--- config.mk ---
export PLATFORM = sky130hd
export DESIGN_NAME = hsv_value_substitution_core
export DESIGN_NICKNAME = d
export VERILOG_FILES = /design/src/rtl/hvsub_pkg.sv /design/src/rtl/hsv_value_substitution_core.sv /design/src/rtl/hvsub_front.sv /design/src/rtl/hvsub_div_stage.sv /design/src/rtl/hvsub_mix.sv
export SDC_FILE = /design/constraint.sdc
export NUM_CORES = 2
export LEC_CHECK = 0
export ABC_AREA = 0
export BUFFER_PORTS_ARGS = -buffer_cell sky130_fd_sc_hd__buf_4
export CAP_MARGIN = 30
export CORE_AREA = 2 2 469 471
export DETAILED_ROUTE_END_ITERATION = 16
export DIE_AREA = 0 0 471 473
export PLACE_DENSITY = 0.67
export SETUP_SLACK_MARGIN = 0.15
export SLEW_MARGIN = 20
export SYNTH_ARGS = -nofsm -noshare
export SYNTH_HDL_FRONTEND = slang
export SYNTH_SLANG_ARGS = --single-unit
--- constraint.sdc ---
create_clock -name i_clk -period 41.1 [get_ports i_clk]
set_clock_uncertainty 0.2 [all_clocks]
set_input_delay 4.11 -clock i_clk [delete_from_list [all_inputs] [get_ports i_clk]]
set_output_delay 4.11 -clock i_clk [all_outputs]
set_load 0.05 [all_outputs]
--- src/rtl/hvsub_pkg.sv ---
`timescale 1ns / 1ps

package hvsub_pkg;

    localparam int FRAC_BITS_DEF = 16;
    localparam int PIX_W         = 8;

    // which channel holds the maximum; red wins ties over green, green over blue
    typedef enum logic [1:0] {
        MAX_RED,
        MAX_GREEN,
        MAX_BLUE
    } t_max_sel;

    // 60-degree hue sectors
    typedef enum logic [2:0] {
        SEC_0,
        SEC_1,
        SEC_2,
        SEC_3,
        SEC_4,
        SEC_5
    } t_sector;

    // per-pixel side data carried down the divider pipe
    typedef struct packed {
        logic             achrom;
        t_sector          sector;
        logic [PIX_W-1:0] gray;
    } t_pix_ctl;

endpackage

--- src/rtl/hsv_value_substitution_core.sv ---
`timescale 1ns / 1ps

// channel     dir  width  contents (lowest bits first)
// s_axis      in   32     red, green, blue, gray
// m_axis      out  24     red, green, blue
//
// One pixel per clock while no result is held; the pipe has two front
// stages (max/min, hue sector), FRAC_BITS restoring-divider stages that
// produce saturation and hue fraction one bit each, four product/select stages.
// i_rst_n is synchronous and clears the valid bits only.
// A held result freezes the whole pipe; s_axis tready follows that freeze.
module hsv_value_substitution_core #(
    parameter int FRAC_BITS = hvsub_pkg::FRAC_BITS_DEF
) (
    input  logic        i_clk,
    input  logic        i_rst_n,
    input  logic        i_s_axis_tvalid,
    output logic        o_s_axis_tready,
    input  logic [31:0] i_s_axis_tdata,   // [7:0] red, [15:8] green, [23:16] blue, [31:24] gray
    output logic        o_m_axis_tvalid,
    input  logic        i_m_axis_tready,
    output logic [23:0] o_m_axis_tdata    // [7:0] red, [15:8] green, [23:16] blue
);

    localparam logic [FRAC_BITS:0] ONE = {1'b1, {FRAC_BITS{1'b0}}};

    logic w_en;

    logic                         w_valid [0:FRAC_BITS];
    hvsub_pkg::t_pix_ctl          w_ctl   [0:FRAC_BITS];
    logic [hvsub_pkg::PIX_W-1:0]  w_mx    [0:FRAC_BITS];
    logic [hvsub_pkg::PIX_W-1:0]  w_d     [0:FRAC_BITS];
    logic [FRAC_BITS:0]           w_s_q   [0:FRAC_BITS];
    logic [hvsub_pkg::PIX_W-1:0]  w_s_rem [0:FRAC_BITS];
    logic [FRAC_BITS-1:0]         w_f_q   [0:FRAC_BITS];
    logic [hvsub_pkg::PIX_W-1:0]  w_f_rem [0:FRAC_BITS];

    assign w_en            = !o_m_axis_tvalid || i_m_axis_tready;
    assign o_s_axis_tready = w_en;
    assign w_f_q[0]        = '0;

    hvsub_front #(
        .FRAC_BITS (FRAC_BITS)
    ) u_front (
        .i_clk   (i_clk),
        .i_rst_n (i_rst_n),
        .i_en    (w_en),
        .i_valid (i_s_axis_tvalid),
        .i_red   (i_s_axis_tdata[7:0]),
        .i_green (i_s_axis_tdata[15:8]),
        .i_blue  (i_s_axis_tdata[23:16]),
        .i_gray  (i_s_axis_tdata[31:24]),
        .o_valid (w_valid[0]),
        .o_ctl   (w_ctl[0]),
        .o_mx    (w_mx[0]),
        .o_d     (w_d[0]),
        .o_s_q   (w_s_q[0]),
        .o_s_rem (w_s_rem[0]),
        .o_f_rem (w_f_rem[0])
    );

    for (genvar k = 0; k < FRAC_BITS; k++) begin : g_div
        hvsub_div_stage #(
            .FRAC_BITS (FRAC_BITS)
        ) u_div (
            .i_clk   (i_clk),
            .i_rst_n (i_rst_n),
            .i_en    (w_en),
            .i_valid (w_valid[k]),
            .i_ctl   (w_ctl[k]),
            .i_mx    (w_mx[k]),
            .i_d     (w_d[k]),
            .i_s_q   (w_s_q[k]),
            .i_s_rem (w_s_rem[k]),
            .i_f_q   (w_f_q[k]),
            .i_f_rem (w_f_rem[k]),
            .o_valid (w_valid[k+1]),
            .o_ctl   (w_ctl[k+1]),
            .o_mx    (w_mx[k+1]),
            .o_d     (w_d[k+1]),
            .o_s_q   (w_s_q[k+1]),
            .o_s_rem (w_s_rem[k+1]),
            .o_f_q   (w_f_q[k+1]),
            .o_f_rem (w_f_rem[k+1])
        );
    end

    hvsub_mix #(
        .FRAC_BITS (FRAC_BITS)
    ) u_mix (
        .i_clk   (i_clk),
        .i_rst_n (i_rst_n),
        .i_en    (w_en),
        .i_valid (w_valid[FRAC_BITS]),
        .i_ctl   (w_ctl[FRAC_BITS]),
        .i_s     (w_s_q[FRAC_BITS]),
        .i_f     (w_f_q[FRAC_BITS]),
        .o_valid (o_m_axis_tvalid),
        .o_red   (o_m_axis_tdata[7:0]),
        .o_green (o_m_axis_tdata[15:8]),
        .o_blue  (o_m_axis_tdata[23:16])
    );

    // a held result must freeze the front of the pipe too
    a_stall_freezes_front: assert property (@(posedge i_clk) disable iff (!i_rst_n)
        (o_m_axis_tvalid && !i_m_axis_tready) |=> $stable(w_valid[0]))
        else $error("front stage moved during output stall");

    // hue remainder must be below d for a chromatic pixel
    a_rem_below_d: assert property (@(posedge i_clk) disable iff (!i_rst_n)
        (w_valid[0] && !w_ctl[0].achrom) |-> (w_f_rem[0] < w_d[0]))
        else $error("hue remainder not below d");

    // saturation quotient never exceeds one
    a_sat_range: assert property (@(posedge i_clk) disable iff (!i_rst_n)
        (w_valid[FRAC_BITS] && !w_ctl[FRAC_BITS].achrom) |-> (w_s_q[FRAC_BITS] <= ONE))
        else $error("saturation quotient above one");

endmodule

--- src/rtl/hvsub_front.sv ---
`timescale 1ns / 1ps

module hvsub_front #(
    parameter int FRAC_BITS = hvsub_pkg::FRAC_BITS_DEF
) (
    input  logic                           i_clk,
    input  logic                           i_rst_n,
    input  logic                           i_en,
    input  logic                           i_valid,
    input  logic [hvsub_pkg::PIX_W-1:0]    i_red,
    input  logic [hvsub_pkg::PIX_W-1:0]    i_green,
    input  logic [hvsub_pkg::PIX_W-1:0]    i_blue,
    input  logic [hvsub_pkg::PIX_W-1:0]    i_gray,
    output logic                           o_valid,
    output hvsub_pkg::t_pix_ctl            o_ctl,
    output logic [hvsub_pkg::PIX_W-1:0]    o_mx,
    output logic [hvsub_pkg::PIX_W-1:0]    o_d,
    output logic [FRAC_BITS:0]             o_s_q,
    output logic [hvsub_pkg::PIX_W-1:0]    o_s_rem,
    output logic [hvsub_pkg::PIX_W-1:0]    o_f_rem
);

    // stage 1: max / min
    logic                        r_valid1;
    logic [hvsub_pkg::PIX_W-1:0] r_r, r_g, r_b, r_v, r_mx, r_mn;
    hvsub_pkg::t_max_sel         r_sel;

    logic [hvsub_pkg::PIX_W-1:0] n_mx, n_mn;
    hvsub_pkg::t_max_sel         n_sel;

    always_comb begin
        if (i_red >= i_green && i_red >= i_blue) begin
            n_sel = hvsub_pkg::MAX_RED;
            n_mx  = i_red;
        end else if (i_green >= i_blue) begin
            n_sel = hvsub_pkg::MAX_GREEN;
            n_mx  = i_green;
        end else begin
            n_sel = hvsub_pkg::MAX_BLUE;
            n_mx  = i_blue;
        end
        n_mn = (i_red < i_green) ? i_red : i_green;
        n_mn = (n_mn < i_blue) ? n_mn : i_blue;
    end

    always_ff @(posedge i_clk) begin
        if (!i_rst_n) begin
            r_valid1 <= 1'b0;
        end else if (i_en) begin
            r_valid1 <= i_valid;
        end
    end

    always_ff @(posedge i_clk) begin
        if (i_en) begin
            r_r   <= i_red;
            r_g   <= i_green;
            r_b   <= i_blue;
            r_v   <= i_gray;
            r_mx  <= n_mx;
            r_mn  <= n_mn;
            r_sel <= n_sel;
        end
    end

    // stage 2: hue position, sector, remainder, first saturation bit
    logic [hvsub_pkg::PIX_W-1:0] c_d;
    logic [10:0]                 c_d1, c_d2, c_d3, c_d4, c_d5, c_d6;
    logic signed [11:0]          c_hn_raw;
    logic [10:0]                 c_hue;
    logic [10:0]                 c_rem;
    hvsub_pkg::t_sector          c_sector;
    logic                        c_s_top;

    always_comb begin
        c_d  = r_mx - r_mn;
        c_d1 = 11'(c_d);
        c_d2 = c_d1 << 1;
        c_d4 = c_d1 << 2;
        c_d3 = c_d2 + c_d1;
        c_d5 = c_d4 + c_d1;
        c_d6 = c_d5 + c_d1;

        unique case (r_sel)
            hvsub_pkg::MAX_RED:
                c_hn_raw = $signed({4'b0, r_g}) - $signed({4'b0, r_b});
            hvsub_pkg::MAX_GREEN:
                c_hn_raw = $signed({1'b0, c_d2}) + $signed({4'b0, r_b})
                         - $signed({4'b0, r_r});
            hvsub_pkg::MAX_BLUE:
                c_hn_raw = $signed({1'b0, c_d4}) + $signed({4'b0, r_r})
                         - $signed({4'b0, r_g});
            default:
                c_hn_raw = '0;
        endcase

        if (c_hn_raw < 0) begin
            c_hue = 11'(c_hn_raw + $signed({1'b0, c_d6}));
        end else begin
            c_hue = 11'(c_hn_raw);
        end

        priority if (c_hue < c_d1) begin
            c_sector = hvsub_pkg::SEC_0;
            c_rem    = c_hue;
        end else if (c_hue < c_d2) begin
            c_sector = hvsub_pkg::SEC_1;
            c_rem    = c_hue - c_d1;
        end else if (c_hue < c_d3) begin
            c_sector = hvsub_pkg::SEC_2;
            c_rem    = c_hue - c_d2;
        end else if (c_hue < c_d4) begin
            c_sector = hvsub_pkg::SEC_3;
            c_rem    = c_hue - c_d3;
        end else if (c_hue < c_d5) begin
            c_sector = hvsub_pkg::SEC_4;
            c_rem    = c_hue - c_d4;
        end else begin
            c_sector = hvsub_pkg::SEC_5;
            c_rem    = c_hue - c_d5;
        end

        // d reaches mx only when min is zero: full saturation
        c_s_top = (c_d >= r_mx);
    end

    always_ff @(posedge i_clk) begin
        if (!i_rst_n) begin
            o_valid <= 1'b0;
        end else if (i_en) begin
            o_valid <= r_valid1;
        end
    end

    always_ff @(posedge i_clk) begin
        if (i_en) begin
            o_ctl.achrom <= (r_mx == r_mn);
            o_ctl.sector <= c_sector;
            o_ctl.gray   <= r_v;
            o_mx         <= r_mx;
            o_d          <= c_d;
            o_s_q        <= {{FRAC_BITS{1'b0}}, c_s_top};
            o_s_rem      <= c_s_top ? (c_d - r_mx) : c_d;
            o_f_rem      <= c_rem[7:0];
        end
    end

endmodule

--- src/rtl/hvsub_div_stage.sv ---
`timescale 1ns / 1ps

// one restoring step of both quotients: s = d/mx and f = rem/d
module hvsub_div_stage #(
    parameter int FRAC_BITS = hvsub_pkg::FRAC_BITS_DEF
) (
    input  logic                           i_clk,
    input  logic                           i_rst_n,
    input  logic                           i_en,
    input  logic                           i_valid,
    input  hvsub_pkg::t_pix_ctl            i_ctl,
    input  logic [hvsub_pkg::PIX_W-1:0]    i_mx,
    input  logic [hvsub_pkg::PIX_W-1:0]    i_d,
    input  logic [FRAC_BITS:0]             i_s_q,
    input  logic [hvsub_pkg::PIX_W-1:0]    i_s_rem,
    input  logic [FRAC_BITS-1:0]           i_f_q,
    input  logic [hvsub_pkg::PIX_W-1:0]    i_f_rem,
    output logic                           o_valid,
    output hvsub_pkg::t_pix_ctl            o_ctl,
    output logic [hvsub_pkg::PIX_W-1:0]    o_mx,
    output logic [hvsub_pkg::PIX_W-1:0]    o_d,
    output logic [FRAC_BITS:0]             o_s_q,
    output logic [hvsub_pkg::PIX_W-1:0]    o_s_rem,
    output logic [FRAC_BITS-1:0]           o_f_q,
    output logic [hvsub_pkg::PIX_W-1:0]    o_f_rem
);

    logic [hvsub_pkg::PIX_W:0] c_s_sh, c_f_sh;
    logic                      c_s_bit, c_f_bit;

    always_comb begin
        c_s_sh  = {i_s_rem, 1'b0};
        c_f_sh  = {i_f_rem, 1'b0};
        c_s_bit = (c_s_sh >= {1'b0, i_mx});
        c_f_bit = (c_f_sh >= {1'b0, i_d});
    end

    always_ff @(posedge i_clk) begin
        if (!i_rst_n) begin
            o_valid <= 1'b0;
        end else if (i_en) begin
            o_valid <= i_valid;
        end
    end

    always_ff @(posedge i_clk) begin
        if (i_en) begin
            o_ctl   <= i_ctl;
            o_mx    <= i_mx;
            o_d     <= i_d;
            o_s_q   <= {i_s_q[FRAC_BITS-1:0], c_s_bit};
            o_s_rem <= c_s_bit ? 8'(c_s_sh - {1'b0, i_mx}) : c_s_sh[7:0];
            o_f_q   <= {i_f_q[FRAC_BITS-2:0], c_f_bit};
            o_f_rem <= c_f_bit ? 8'(c_f_sh - {1'b0, i_d}) : c_f_sh[7:0];
        end
    end

endmodule

--- src/rtl/hvsub_mix.sv ---
`timescale 1ns / 1ps

// p/q/t products and sector select, four register stages
module hvsub_mix #(
    parameter int FRAC_BITS = hvsub_pkg::FRAC_BITS_DEF
) (
    input  logic                           i_clk,
    input  logic                           i_rst_n,
    input  logic                           i_en,
    input  logic                           i_valid,
    input  hvsub_pkg::t_pix_ctl            i_ctl,
    input  logic [FRAC_BITS:0]             i_s,
    input  logic [FRAC_BITS-1:0]           i_f,
    output logic                           o_valid,
    output logic [hvsub_pkg::PIX_W-1:0]    o_red,
    output logic [hvsub_pkg::PIX_W-1:0]    o_green,
    output logic [hvsub_pkg::PIX_W-1:0]    o_blue
);

    localparam logic [FRAC_BITS:0] ONE = {1'b1, {FRAC_BITS{1'b0}}};

    logic                [2:0] r_valid;
    hvsub_pkg::t_pix_ctl       r_ctl1, r_ctl2, r_ctl3;
    logic [FRAC_BITS:0]        r_s, r_sf, r_fs;
    logic [FRAC_BITS:0]        r_ps, r_pq, r_pt;
    logic [hvsub_pkg::PIX_W-1:0] r_p, r_q, r_t;

    logic [2*FRAC_BITS:0]      c_sf_prod;
    logic [2*FRAC_BITS+1:0]    c_fs_prod;
    logic [FRAC_BITS:0]        c_one_f;
    logic [FRAC_BITS+8:0]      c_p_prod, c_q_prod, c_t_prod;

    always_comb begin
        c_one_f   = ONE - {1'b0, i_f};
        c_sf_prod = (2*FRAC_BITS+1)'(i_s) * (2*FRAC_BITS+1)'(i_f);
        c_fs_prod = (2*FRAC_BITS+2)'(c_one_f) * (2*FRAC_BITS+2)'(i_s);
        c_p_prod  = (FRAC_BITS+9)'(r_ctl2.gray) * (FRAC_BITS+9)'(r_ps);
        c_q_prod  = (FRAC_BITS+9)'(r_ctl2.gray) * (FRAC_BITS+9)'(r_pq);
        c_t_prod  = (FRAC_BITS+9)'(r_ctl2.gray) * (FRAC_BITS+9)'(r_pt);
    end

    always_ff @(posedge i_clk) begin
        if (!i_rst_n) begin
            r_valid <= '0;
            o_valid <= 1'b0;
        end else if (i_en) begin
            r_valid <= {r_valid[1:0], i_valid};
            o_valid <= r_valid[2];
        end
    end

    always_ff @(posedge i_clk) begin
        if (i_en) begin
            // s*f and (1-f)*s, both at most ONE after the shift
            r_ctl1 <= i_ctl;
            r_s    <= i_s;
            r_sf   <= c_sf_prod[2*FRAC_BITS:FRAC_BITS];
            r_fs   <= c_fs_prod[2*FRAC_BITS:FRAC_BITS];

            r_ctl2 <= r_ctl1;
            r_ps   <= ONE - r_s;
            r_pq   <= ONE - r_sf;
            r_pt   <= ONE - r_fs;

            r_ctl3 <= r_ctl2;
            r_p    <= c_p_prod[FRAC_BITS+7:FRAC_BITS];
            r_q    <= c_q_prod[FRAC_BITS+7:FRAC_BITS];
            r_t    <= c_t_prod[FRAC_BITS+7:FRAC_BITS];

            if (r_ctl3.achrom) begin
                o_red   <= r_ctl3.gray;
                o_green <= r_ctl3.gray;
                o_blue  <= r_ctl3.gray;
            end else begin
                unique case (r_ctl3.sector)
                    hvsub_pkg::SEC_0: begin
                        o_red <= r_ctl3.gray; o_green <= r_t; o_blue <= r_p;
                    end
                    hvsub_pkg::SEC_1: begin
                        o_red <= r_q; o_green <= r_ctl3.gray; o_blue <= r_p;
                    end
                    hvsub_pkg::SEC_2: begin
                        o_red <= r_p; o_green <= r_ctl3.gray; o_blue <= r_t;
                    end
                    hvsub_pkg::SEC_3: begin
                        o_red <= r_p; o_green <= r_q; o_blue <= r_ctl3.gray;
                    end
                    hvsub_pkg::SEC_4: begin
                        o_red <= r_t; o_green <= r_p; o_blue <= r_ctl3.gray;
                    end
                    default: begin
                        o_red <= r_ctl3.gray; o_green <= r_p; o_blue <= r_q;
                    end
                endcase
            end
        end
    end

endmodule

==> results.tsv <==
stage	metric	value	unit
routing	initial DRC count	3422	
routing	final wirelength	167	mm
sta	hold_ws	0.192	ns
run	max cap viols	0	
setup_path	WP data required	41.42	ns
cts	# Post-CTS Setup Buffers	0	
cts	TritonCTS clock tree	built	
synthesis	top cell type's share of synthesized area	0.431	
routing	drt pass-1 iters	6	
placed_design	PortBufs	61	
die	die area	223000	um^2
grt	initial antenna violation count	0	
setup_path	cell mode on critical path	ha_1	
die	I/O pins	62	
grt	gr usage total	0.152	
synthesis	top post-synthesis cells by area	edfxtp_1 (43%), fa_1 (17%), ha_1 (11%)	
synthesis	post-synthesis sequential area ratio	0.436	
sta	minimum clock period	10.33	ns
sta	Max Slew Vio Count	0	
final_layout	share of layout cells above drive strength 1	0.0553	
hold_path	hold path depth	0	
synthesis	mux contribution to synthesized area	0.0130	
synthesis	Syn Nets	9062	
synthesis	synthesized flop and latch total	1263	
sta	Slew headroom	0.331	
die	die height	473	um
routing	DRC	0	
cts	clock buffer depth	3	
setup_path	Reg2Reg Depth	35	
synthesis	Async SR Flop Fraction	0	
setup_path	r2r setup slk	30.77	ns
setup_path	Crit Path Class	flip-flop to flip-flop	
setup_path	crit path buf inv count	5	
sta	Fmax achieved	96.8	MHz
routing	ANT nets after route	0	
synthesis	XOR/XNOR Fraction of Synth Area	0.0291	
final_layout	Nets	9140	
placed_design	Placer Congestion	0.858	
grt	Congestion Overflow GR	0	
sta	final period utilization	0.251	
setup_path	worst-path maximum fanout	13	
routing	vias	53000	
synthesis	Primary FF master, synth	edfxtp_1	
synthesis	synthesized-area fraction occupied by adder cells	0.279	
placed_design	Post-DP HPWL	120	mm
setup_path	largest stage delay on the critical path	0.98	ns
setup_path	r2r startpoint	u_front.r_mx[0]	
final_layout	diodes inserted	0	
hold_path	Hold Startpoint	g_div[14].u_div.o_s_q[10]	
setup_path	slowest stage cell, crit path	fa_1	
hold_path	hold crit path type	flip-flop to flip-flop	
cts	PostCTS Resize Cnt	0	
sta	Least-Margin Pin Slew	0.998	ns
cts	Inserted Clock Buffers	141	
outcome	status	finished, final reports clean	
die	core area	218000	um^2
die	Initial Util	0.397	
grt	first-pass GRT wire length	280	mm
synthesis	largest area contributor in the netlist	edfxtp_1	
setup_path	startpoint type of the worst setup path	flip-flop	
grt	largest net degree at the start of global routing	124	
routing	DR WL/cell	15.7	um
setup_path	Crit path max-delay family	compound AO/OA/AOI/OAI gates	
cts	Post-CTS Hold Buffers	0	
cts	CTS root buf	clkbuf_16	
grt	vias in the first global route	55600	
setup_path	Critical Path AT	10.64	ns
cts	Clk pin slew, worst setup/hold paths	0.08	ns
synthesis	main combinational cell family by area after synthesis	adder cells	
cts	H-tree Lvls	4	
synthesis	Synth Area in Simple Gates	0.113	
synthesis	yosys warns	0	
hold_path	Min-Delay Endpoint	g_div[15].u_div.o_s_q[11]	
setup_path	reg2reg end	u_front.o_f_rem[7]	
sta	setup violators final	0	
synthesis	EDFF count, synth	1241	
synthesis	Compound-Gate Fraction of Synth Area	0.0677	
synthesis	Mapped Area	86500	um^2
synthesis	Netlist cell types	85	
cts	clock latency on the worst-skew pair	0.80	ns
synthesis	syn_area_per_cell	11.5	um^2
synthesis	Post-Synthesis Cells	7544	
final_layout	Area growth syn-to-layout	10.3	%
die	Site Rows	172	
setup_path	Worst setup EP type	flip-flop	
sta	RSZ-0062 raised after global routing	no	
die	Die W	471	um
cts	# clock sinks	1263	
routing	Vias/cell	5.00	
sta	final hold vios	0	
sta	post-route setup TNS	0	ns
## metal layers
| metal | part of all wire | vias up | global-route usage |
|---|---|---|---|
| li1 | - | 25200 | - |
| met1 | 0.43 | 26300 | 0.193 |
| met2 | 0.50 | 1182 | 0.265 |
| met3 | 0.046 | 328 | 0.0237 |
| met4 | 0.029 | 0 | 0.0496 |
| met5 | 0 | - | 0 |
## cell families after synthesis
logic type,count (synthesis)
and+or+nand+nor,2022
adders and majority gates,1482
buffers and inverters,1452
DFF,1263
AOI/OAI and AO/OA,927
xor gates and xnor gates,288
muxes,110
## final cells by class
class / instances / area, um^2
Clock inverter: 100 / 1130
Timing Repair Buffer: 148 / 1340
Fill cell: 20100 / 123000
Multi-Input combinational cell: 4829 / 43400
Tap cell: 2871 / 3590
Sequential cell: 1263 / 37700
Clock buffer: 155 / 3630
Inverter: 1239 / 4660
## cells in the mapped netlist (all sizes together), types with 16 or more instances
master  number
or4         45
and2       378
a21oi      161
nor3        56
edfxtp    1241
o21ai      367
a211oi      17
mux2        18
o22ai       16
fa         742
o31ai       64
o211a       30
nor2       241
nor2b      137
dfxtp       22
nand4       38
nand2b     102
ha         740
nand3       57
o21a        37
mux2i       92
xnor2      157
a21boi      60
buf         20
a21o        79
xor2       131
clkbuf     193
nand2      908
inv       1239
## layout by cell type (no fill, tap or decap), drive strengths merged, types with 157 or more instances in the layout
cell type     n
fa          742
o21ai       367
nor2        241
ha          740
nand2       908
a21oi       161
and2        378
inv        1250
edfxtp     1241
xnor2       157
## per-stage QoR
| stage | cells | area (um^2) | utilization | setup WS [ns] |
|---|---|---|---|---|
| 5_1_grt | 10600 | 95500 | 0.437 | 30.14 |
| 6_report | 10600 | 95500 | 0.437 | 30.77 |
| 3_5_place_dp | 10300 | 90500 | 0.415 | 30.89 |
| 4_1_cts | 10600 | 95200 | 0.436 | 30.89 |
| 3_3_place_gp | 10300 | 90400 | 0.414 | 30.98 |
| 2_1_floorplan | 7544 | 86500 | - | 16.85 |
## how the worst max path moves through the flow
| stage | from | to | slack (ns) | cells after the start |
|---|---|---|---|---|
| after global placement | i_m_axis_tready | o_s_axis_tready | 30.98 | 4 |
| after CTS | u_front.r_mx[0] | u_front.o_f_rem[7] | 30.89 | 35 |
| after floorplan | i_m_axis_tready | o_s_axis_tready | 16.85 | 3 |
| final | u_front.r_mx[0] | u_front.o_f_rem[7] | 30.77 | 35 |
| after detailed placement | i_m_axis_tready | g_div[14].u_div.o_ctl[5] | 30.89 | 8 |
| after global routing | u_front.r_mx[0] | u_front.o_f_rem[6] | 30.14 | 35 |
## worst register-to-register path, delay by kind of cell (launching register included)
kind	cells	cell delay (ns)
buffers and inverters	5	0.82
multiplexers	1	0.15
XOR/XNOR	3	0.42
adder cells (fa/ha/maj)	8	2.98
flip-flops	1	0.44
AO/OA/AOI/OAI	10	2.97
AND/OR/NAND/NOR	8	2.06
## registers in the layout, indices dropped and copies added (netlist names), 16 cells and up
name / count
u_mix.r_ps: 17
g_div.u_div.o_d: 120
u_mix.r_s: 17
g_div.u_div.o_s_q: 152
g_div.u_div.o_f_q: 136
g_div.u_div.o_valid: 16
g_div.u_div.o_mx: 120
u_mix.r_fs: 17
u_mix.r_pq: 17
g_div.u_div.o_f_rem: 120
u_mix.r_pt: 17
u_mix.r_sf: 17
g_div.u_div.o_s_rem: 120
g_div.u_div.o_ctl: 192
Power is left out: the tool's default activity adds up to more than one toggle a clock period on the data nets, which glitch-free logic cannot reach.
